## src/rtl/ihc_pkg.sv

```systemverilog
// Shared types and constants for the IPv4 header check.
// Used by ihc_engine and ipv4_header_check; depends on nothing else.
package ihc_pkg;

  // Verdict codes, in priority order after the word 0 checks.
  typedef enum logic [2:0] {
    VERDICT_OK       = 3'd0,
    VERDICT_VERSION  = 3'd1,
    VERDICT_HEADLEN  = 3'd2,
    VERDICT_TTL      = 3'd3,
    VERDICT_CHECKSUM = 3'd4,
    VERDICT_DEST     = 3'd5
  } verdict_t;

  localparam int unsigned WORD_W  = 16;
  localparam int unsigned COUNT_W = 5;
  localparam int unsigned ADDR_W  = 32;

  localparam logic [3:0]         IP_VERSION   = 4'd4;
  localparam logic [3:0]         MIN_IHL      = 4'd5;
  localparam logic [COUNT_W-1:0] TTL_WORD     = 5'd4;
  localparam logic [COUNT_W-1:0] DEST_HI_WORD = 5'd8;
  localparam logic [COUNT_W-1:0] DEST_LO_WORD = 5'd9;
  localparam logic [COUNT_W-1:0] MIN_WORDS    = 5'd10;
  localparam logic [WORD_W-1:0]  SUM_GOOD     = 16'hffff;
  localparam logic [ADDR_W-1:0]  BROADCAST    = 32'hffff_ffff;

  // One registered input item.
  typedef struct packed {
    logic [WORD_W-1:0] word;
    logic              first;
  } ihc_item_t;

  // Result of one item: whether it closes a header, and the verdict.
  typedef struct packed {
    logic     valid;
    verdict_t verdict;
  } ihc_result_t;

endpackage

```

## src/rtl/ihc_engine.sv

```systemverilog
// Per-header state and verdict logic of the IPv4 header check.
// Depends on ihc_pkg for the item, result and verdict types.
module ihc_engine (
  input  logic                         clk,
  input  logic                         rst,
  input  ihc_pkg::ihc_item_t           item,
  input  logic                         step,
  input  logic [ihc_pkg::ADDR_W-1:0]   own_address,
  output ihc_pkg::ihc_result_t         result
);

  logic                          in_header;
  logic [ihc_pkg::COUNT_W-1:0]   word_count;
  logic [ihc_pkg::COUNT_W-1:0]   header_words;
  logic [ihc_pkg::WORD_W-1:0]    running_sum;
  logic                          ttl_was_zero;
  logic [ihc_pkg::WORD_W-1:0]    dest_upper;
  logic                          dest_matched;

  logic                          in_header_next;
  logic [ihc_pkg::COUNT_W-1:0]   word_count_next;
  logic [ihc_pkg::COUNT_W-1:0]   header_words_next;
  logic [ihc_pkg::WORD_W-1:0]    running_sum_next;
  logic                          ttl_was_zero_next;
  logic [ihc_pkg::WORD_W-1:0]    dest_upper_next;
  logic                          dest_matched_next;

  logic [3:0]                    version;
  logic [3:0]                    ihl;
  logic [ihc_pkg::WORD_W:0]      raw_sum;
  logic [ihc_pkg::WORD_W-1:0]    folded_sum;
  logic [ihc_pkg::ADDR_W-1:0]    dest;
  logic [ihc_pkg::COUNT_W-1:0]   count_inc;

  assign version = item.word[15:12];
  assign ihl     = item.word[11:8];

  // Ones' complement add with end-around carry; the fold cannot carry again.
  assign raw_sum    = {1'b0, running_sum} + {1'b0, item.word};
  assign folded_sum = raw_sum[ihc_pkg::WORD_W-1:0] +
                      {{(ihc_pkg::WORD_W-1){1'b0}}, raw_sum[ihc_pkg::WORD_W]};

  assign dest      = {dest_upper, item.word};
  assign count_inc = word_count + 5'd1;

  // Next state and result for the item in the input register.
  always_comb begin
    in_header_next    = in_header;
    word_count_next   = word_count;
    header_words_next = header_words;
    running_sum_next  = running_sum;
    ttl_was_zero_next = ttl_was_zero;
    dest_upper_next   = dest_upper;
    dest_matched_next = dest_matched;
    result.valid      = 1'b0;
    result.verdict    = ihc_pkg::VERDICT_OK;

    if (item.first) begin
      in_header_next = 1'b0;
      if (version != ihc_pkg::IP_VERSION) begin
        result.valid   = 1'b1;
        result.verdict = ihc_pkg::VERDICT_VERSION;
      end else if (ihl < ihc_pkg::MIN_IHL) begin
        result.valid   = 1'b1;
        result.verdict = ihc_pkg::VERDICT_HEADLEN;
      end else begin
        in_header_next    = 1'b1;
        header_words_next = {ihl, 1'b0};
        word_count_next   = 5'd1;
        running_sum_next  = item.word;
        ttl_was_zero_next = 1'b0;
        dest_upper_next   = '0;
        dest_matched_next = 1'b0;
      end
    end else if (in_header) begin
      running_sum_next = folded_sum;
      if (word_count == ihc_pkg::TTL_WORD) begin
        ttl_was_zero_next = (item.word[15:8] == 8'd0);
      end else if (word_count == ihc_pkg::DEST_HI_WORD) begin
        dest_upper_next = item.word;
      end else if (word_count == ihc_pkg::DEST_LO_WORD) begin
        dest_matched_next = (dest == own_address) || (dest == ihc_pkg::BROADCAST);
      end
      word_count_next = count_inc;

      // Last summed word: give the verdict and go idle.
      if (count_inc >= header_words) begin
        in_header_next = 1'b0;
        result.valid   = 1'b1;
        if (ttl_was_zero_next) begin
          result.verdict = ihc_pkg::VERDICT_TTL;
        end else if (folded_sum != ihc_pkg::SUM_GOOD) begin
          result.verdict = ihc_pkg::VERDICT_CHECKSUM;
        end else if (!dest_matched_next) begin
          result.verdict = ihc_pkg::VERDICT_DEST;
        end else begin
          result.verdict = ihc_pkg::VERDICT_OK;
        end
      end
    end
  end

  // Header state registers, updated when the item is consumed.
  always_ff @(posedge clk) begin
    if (rst) begin
      in_header    <= 1'b0;
      word_count   <= '0;
      header_words <= '0;
      running_sum  <= '0;
      ttl_was_zero <= 1'b0;
      dest_upper   <= '0;
      dest_matched <= 1'b0;
    end else if (step) begin
      in_header    <= in_header_next;
      word_count   <= word_count_next;
      header_words <= header_words_next;
      running_sum  <= running_sum_next;
      ttl_was_zero <= ttl_was_zero_next;
      dest_upper   <= dest_upper_next;
      dest_matched <= dest_matched_next;
    end
  end

  // A header in progress always has a legal length and unfinished count.
  a_len_legal: assert property (@(posedge clk) disable iff (rst)
    in_header |-> (header_words >= ihc_pkg::MIN_WORDS))
    else $error("header length below minimum while in a header");

  a_count_below_len: assert property (@(posedge clk) disable iff (rst)
    in_header |-> (word_count < header_words))
    else $error("word count reached header length without a verdict");

  // Verdicts on later words come only from a header in progress.
  a_result_source: assert property (@(posedge clk) disable iff (rst)
    (result.valid && !item.first) |-> in_header)
    else $error("verdict given outside a header");

endmodule

```

## src/rtl/ipv4_header_check.sv

```systemverilog
// Top level of the IPv4 header check: input register, output register and
// the stream handshakes. Depends on ihc_pkg and ihc_engine.
//
// The block takes one 16-bit header word per cycle unless a verdict meets a
// stalled output, and gives one verdict per header: after the last of IHL*2
// words, or at once on word 0 for a bad version or a length below five. A
// word's verdict enters the output register as the word leaves the input
// register; the next word is taken in the same cycle as long as the output
// register is free or being read, or the input word gives no verdict. The
// sustained rate is thus one word per cycle, set by the single ones' complement
// add and the compares between the input and output registers. The user must
// write own_address only while no header is in flight; it is not enforced.
module ipv4_header_check (
  input  logic                        clk,
  input  logic                        rst,
  input  logic                        cfg_we,
  input  logic [ihc_pkg::ADDR_W-1:0]  cfg_wdata,    // own_address
  input  logic                        s_tvalid,
  output logic                        s_tready,
  input  logic [15:0]                 s_tdata,      // [15:0] header_word
  input  logic                        s_tuser,      // [0] first_word
  output logic                        m_tvalid,
  input  logic                        m_tready,
  output logic [7:0]                  m_tdata,      // [2:0] verdict, [7:3] zero
  output logic                        m_tuser       // [0] accepted
);

  logic [ihc_pkg::ADDR_W-1:0] own_address;
  logic                       in_valid;
  ihc_pkg::ihc_item_t         in_item;
  logic                       out_valid;
  ihc_pkg::verdict_t          out_verdict;
  ihc_pkg::ihc_result_t       result;
  logic                       advance;
  logic                       out_free;

  // Configuration register.
  always_ff @(posedge clk) begin
    if (rst) begin
      own_address <= '0;
    end else if (cfg_we) begin
      own_address <= cfg_wdata;
    end
  end

  // The item in the input register moves on unless its verdict finds the
  // output register full and stalled.
  assign out_free = !out_valid || m_tready;
  assign advance  = in_valid && (out_free || !result.valid);
  assign s_tready = !in_valid || advance;

  // Input register.
  always_ff @(posedge clk) begin
    if (rst) begin
      in_valid <= 1'b0;
    end else if (s_tready) begin
      in_valid <= s_tvalid;
    end
  end

  always_ff @(posedge clk) begin
    if (s_tready && s_tvalid) begin
      in_item.word  <= s_tdata;
      in_item.first <= s_tuser;
    end
  end

  ihc_engine u_engine (
    .clk         (clk),
    .rst         (rst),
    .item        (in_item),
    .step        (advance),
    .own_address (own_address),
    .result      (result)
  );

  // Output register.
  always_ff @(posedge clk) begin
    if (rst) begin
      out_valid <= 1'b0;
    end else if (out_free) begin
      out_valid <= advance && result.valid;
    end
  end

  always_ff @(posedge clk) begin
    if (out_free && advance && result.valid) begin
      out_verdict <= result.verdict;
    end
  end

  assign m_tvalid = out_valid;
  assign m_tdata  = {5'd0, out_verdict};
  assign m_tuser  = (out_verdict == ihc_pkg::VERDICT_OK);

  // The input side only stalls when both registers hold work.
  a_stall_cause: assert property (@(posedge clk) disable iff (rst)
    !s_tready |-> (in_valid && out_valid && !m_tready))
    else $error("input stalled without a full pipeline");

  // A verdict shown is one of the defined codes.
  a_verdict_legal: assert property (@(posedge clk) disable iff (rst)
    m_tvalid |-> (m_tdata[2:0] <= 3'd5))
    else $error("undefined verdict code on the output");

  // A stalled verdict is not overwritten by the next header's result.
  a_no_overrun: assert property (@(posedge clk) disable iff (rst)
    (out_valid && !m_tready) |=> (out_valid && $stable(out_verdict)))
    else $error("stalled verdict was lost");

endmodule
```

## config.mk

```make
export PLATFORM = sky130hd
export DESIGN_NAME = ipv4_header_check
export DESIGN_NICKNAME = d
export VERILOG_FILES = /design/src/rtl/ihc_pkg.sv /design/src/rtl/ihc_engine.sv /design/src/rtl/ipv4_header_check.sv
export SDC_FILE = /design/constraint.sdc
export NUM_CORES = 1
export LEC_CHECK = 0
export BUFFER_PORTS_ARGS = -buffer_cell sky130_fd_sc_hd__buf_2
export CAP_MARGIN = 20
export CORE_UTILIZATION = 53
export DETAILED_ROUTE_END_ITERATION = 8
export GPL_ROUTABILITY_DRIVEN = 0
export MAX_ROUTING_LAYER = met4
export PLACE_DENSITY = 0.76
export SYNTH_ARGS = -nofsm -noshare
export SYNTH_HDL_FRONTEND = slang
export SYNTH_SLANG_ARGS = --single-unit
```

## constraint.sdc

```tcl
create_clock -name clk -period 4.7 [get_ports clk]
set_clock_uncertainty 0.15 [all_clocks]
set_input_delay 0.705 -clock clk [delete_from_list [all_inputs] [get_ports clk]]
set_output_delay 0.705 -clock clk [all_outputs]
set_load 0.005 [all_outputs]
```

==> metrics <==
status=completed; DRT Pass-1 Iters=7; final WL=13,900 µm; number of hold-slack violations in the final timing report=0; area of the die=11,000 µm²; number of antenna violations at the first check in global routing=0; hold slack final=310 ps; Max Buffers Root-to-Sink=2; clock tree from TritonCTS=yes; fraction of layout cells with a size suffix above 1=0.174; cell breakdown of the critical path=ha_4, fa_2, a211oi_4, o211a_1, o311ai_1, a31o_2, a21o_1, a21o_1, ha_1, ha_2, and2_1, and4_2, or4_1, a21o_1, a211oi_2, nand4_1, and3_1; Leakage Power=2.48 nW; share of synthesized registers carrying an async set or reset=0; actual transition at the worst max-transition pin=927 ps; synth unique cells=63; depth of the worst register-to-register path=17; endpoint kind of the worst setup timing path=flop; number of antenna diodes=0; Critical Path Sink=out_verdict[2]$_SDFFCE_PP0P_; most used standard cell by instance count after synthesis=sky130_fd_sc_hd__dfxtp_1; total track usage=0.266; critical setup path kind=reg -> reg; Die Ht=105 µm; count of maximum capacitance violations=0; most frequently used flop master after synthesis=sky130_fd_sc_hd__dfxtp_1; type of origin of the critical path=flop; clock edge transition at the registers on the reported setup and hold paths=110 ps; CTS buffer count=9; Setup violations, final=0; vias in the first global route=4,528; top cell type by total area after synthesis=sky130_fd_sc_hd__dfxtp_1; area of the mapped netlist=5610 µm²; synth-to-layout area growth=12.4%; DR vias/cell=5.84; Top-Level Pins=65; critical register-to-register path endpoint=out_verdict[2]$_SDFFCE_PP0P_; share of Yosys cell area claimed by the top area cell type=0.278; drc violations=0; post-route core utilization=0.614; worst-path maximum fanout=3; HP Class=reg -> reg; Worst EP required=4700 ps; dpl hpwl=10,200 µm; number of instances in the synthesized netlist=622; reg2reg start=in_item[1]$_DFFE_PP_; count of flip-flops with a built-in enable after synthesis=20; largest net degree at the start of global routing=41; Worst Setup SP=in_item[1]$_DFFE_PP_; number of core rows=37; wire length per cell after detailed routing=16.9 µm; CP Data Arrival Time=4550 ps; yosys synthesis warning count=0; number of max-slew violations in the final report=0; CTS Hold Buffers Added=0; post-synthesis sequential area ratio=0.385; DRT iter0 DRCs=349; crit path time final=4560 ps; fmax=220 MHz; most numerous cell types in the synthesized netlist=sky130_fd_sc_hd__dfxtp_1, sky130_fd_sc_hd__nand2_1, sky130_fd_sc_hd__nor2_1, sky130_fd_sc_hd__a21oi_1, sky130_fd_sc_hd__xnor2_1; master of the slowest instance on the critical path=sky130_fd_sc_hd__edfxtp_1; remaining antenna violation count after routing=0; number of nets in the final layout=759; CTS H-tree depth=3; slowest cell delay on critical path=440 ps; Slew HR=0.382; clock insertion delay at the later pin of the skew report=370 ps; placeable core region=10,300 µm²; post-synthesis area per instance=9.02 µm²; Initial Util=0.546; power per cell area=266 nW/µm²; most repeated library cell on the critical path=sky130_fd_sc_hd__a21o_1; Tcrit/Tclk final=0.969; global-route wire length before repair=22,200 µm; top cells by area, synth=sky130_fd_sc_hd__dfxtp_1, sky130_fd_sc_hd__edfxtp_1, sky130_fd_sc_hd__xnor2_1; total of flip-flops plus latches after synthesis=98; worst reg-to-reg setup slack=140 ps; Peak supply drop=0.000244 V; critical hold path startpoint=u_engine.dest_matched$_SDFFE_PP0P_; count of input and output buffers=59; buffer type at the clock tree root=sky130_fd_sc_hd__clkbuf_8; Die W=105 µm; setup repair after global routing missed its margin=false; via count=4,788; remaining global-route overflow=0; TritonCTS sink count=98
[logic make-up after synthesis]
group           synth area share
compound gates             0.147
mux                       0.0660
xor+xnor                  0.0930
simple gates               0.209
fa+ha+maj                 0.0593
buf+inv                   0.0402
flops                      0.385
other cells             0.000669
[metal layers]
metal	wire length [µm]	GRT usage	share of wire
met5	0	-	0
met4	397	0.109	0.029
met3	866	0.0505	0.062
met2	6560	0.425	0.47
met1	6050	0.331	0.44
[placed cells by master (no fill, tap or decap), drive strengths merged, types with 4 or more instances in the layout]
master  instances
o31ai           4
and3            4
clkbuf          9
and2            5
nand2          64
nor2b           6
o21ai          17
nor3            7
conb            5
o21a            4
inv            13
ha             25
xnor2          45
nand3          14
nand4          20
xor2           12
or3             4
and4            4
edfxtp         20
nor2           58
mux2i          37
nand2b          8
buf            82
a211oi          9
nor4            7
nand3b         22
a21o           12
a21oi          51
dfxtp          78
o211ai          6
[what timing repair did]
| action | 4_1_cts | 5_1_grt |
|---|---|---|
| cloned | 0 | 0 |
| setup buffers | 1 | 2 |
| endpoints found under the setup margin | 2 | 2 |
| resized for setup | 2 | 4 |
| pin swaps | 3 | 9 |
[stage by stage]
step,setup TNS (ps),total power [mW],area (µm²),setup WS [ps],std cells
finish,0,1.68,6310,144,820
floorplan,0,1.06,5630,12.1,626
global placement,0,1.13,6060,110,801
CTS,0,1.68,6270,29.7,818
global route,0,1.74,6310,0.284,820
detailed placement,-65.2,1.13,6060,-65.2,801
[final cells by class]
cell class	count	area [µm²]
Timing Repair Buffer	82	468
Fill cell	857	3970
Inverter	11	41.3
Clock buffer	9	124
Sequential cell	98	2160
Clock inverter	7	75.1
Tap cell	136	170
Multi-Input combinational cell	477	3270
[worst max-delay path, delay by kind of cell, from the launching register on]
family / cells / cell delay (ps)
DFF: 1 / 440
adders and majority gates: 4 / 1010
AOI/OAI and AO/OA: 8 / 1630
and+or+nand+nor: 5 / 1110
[registers in the layout, indices dropped and copies added (netlist names)]
signal,cells
own_address,32
out_verdict,3
u_engine.dest_matched,1
u_engine.header_words,4
in_valid,1
u_engine.dest_upper,16
u_engine.ttl_was_zero,1
u_engine.running_sum,16
in_item,17
m_tvalid,1
u_engine.word_count,5
u_engine.in_header,1
[report_power, final]
group	internal, mW	leakage [nW]	switching, mW
Sequential	0.886	0.829	0.0274
Clock	0.250	0.0992	0.310
Combinational	0.0928	1.56	0.115
Total	1.23	2.48	0.452
[how the worst min path moves through the flow]
stage	endpoint	cells past startpoint	slack, ps
6_report	u_engine.dest_matched$_SDFFE_PP0P_	2	310
5_1_grt	u_engine.header_words[1]$_SDFFE_PP0P_	2	330
4_1_cts	u_engine.dest_matched$_SDFFE_PP0P_	2	310
3_5_place_dp	u_engine.dest_matched$_SDFFE_PP0P_	2	300
3_3_place_gp	u_engine.dest_matched$_SDFFE_PP0P_	2	290
2_1_floorplan	u_engine.dest_matched$_SDFFE_PP0P_	2	280
No activity file was read; power rests on OpenSTA's default activity.
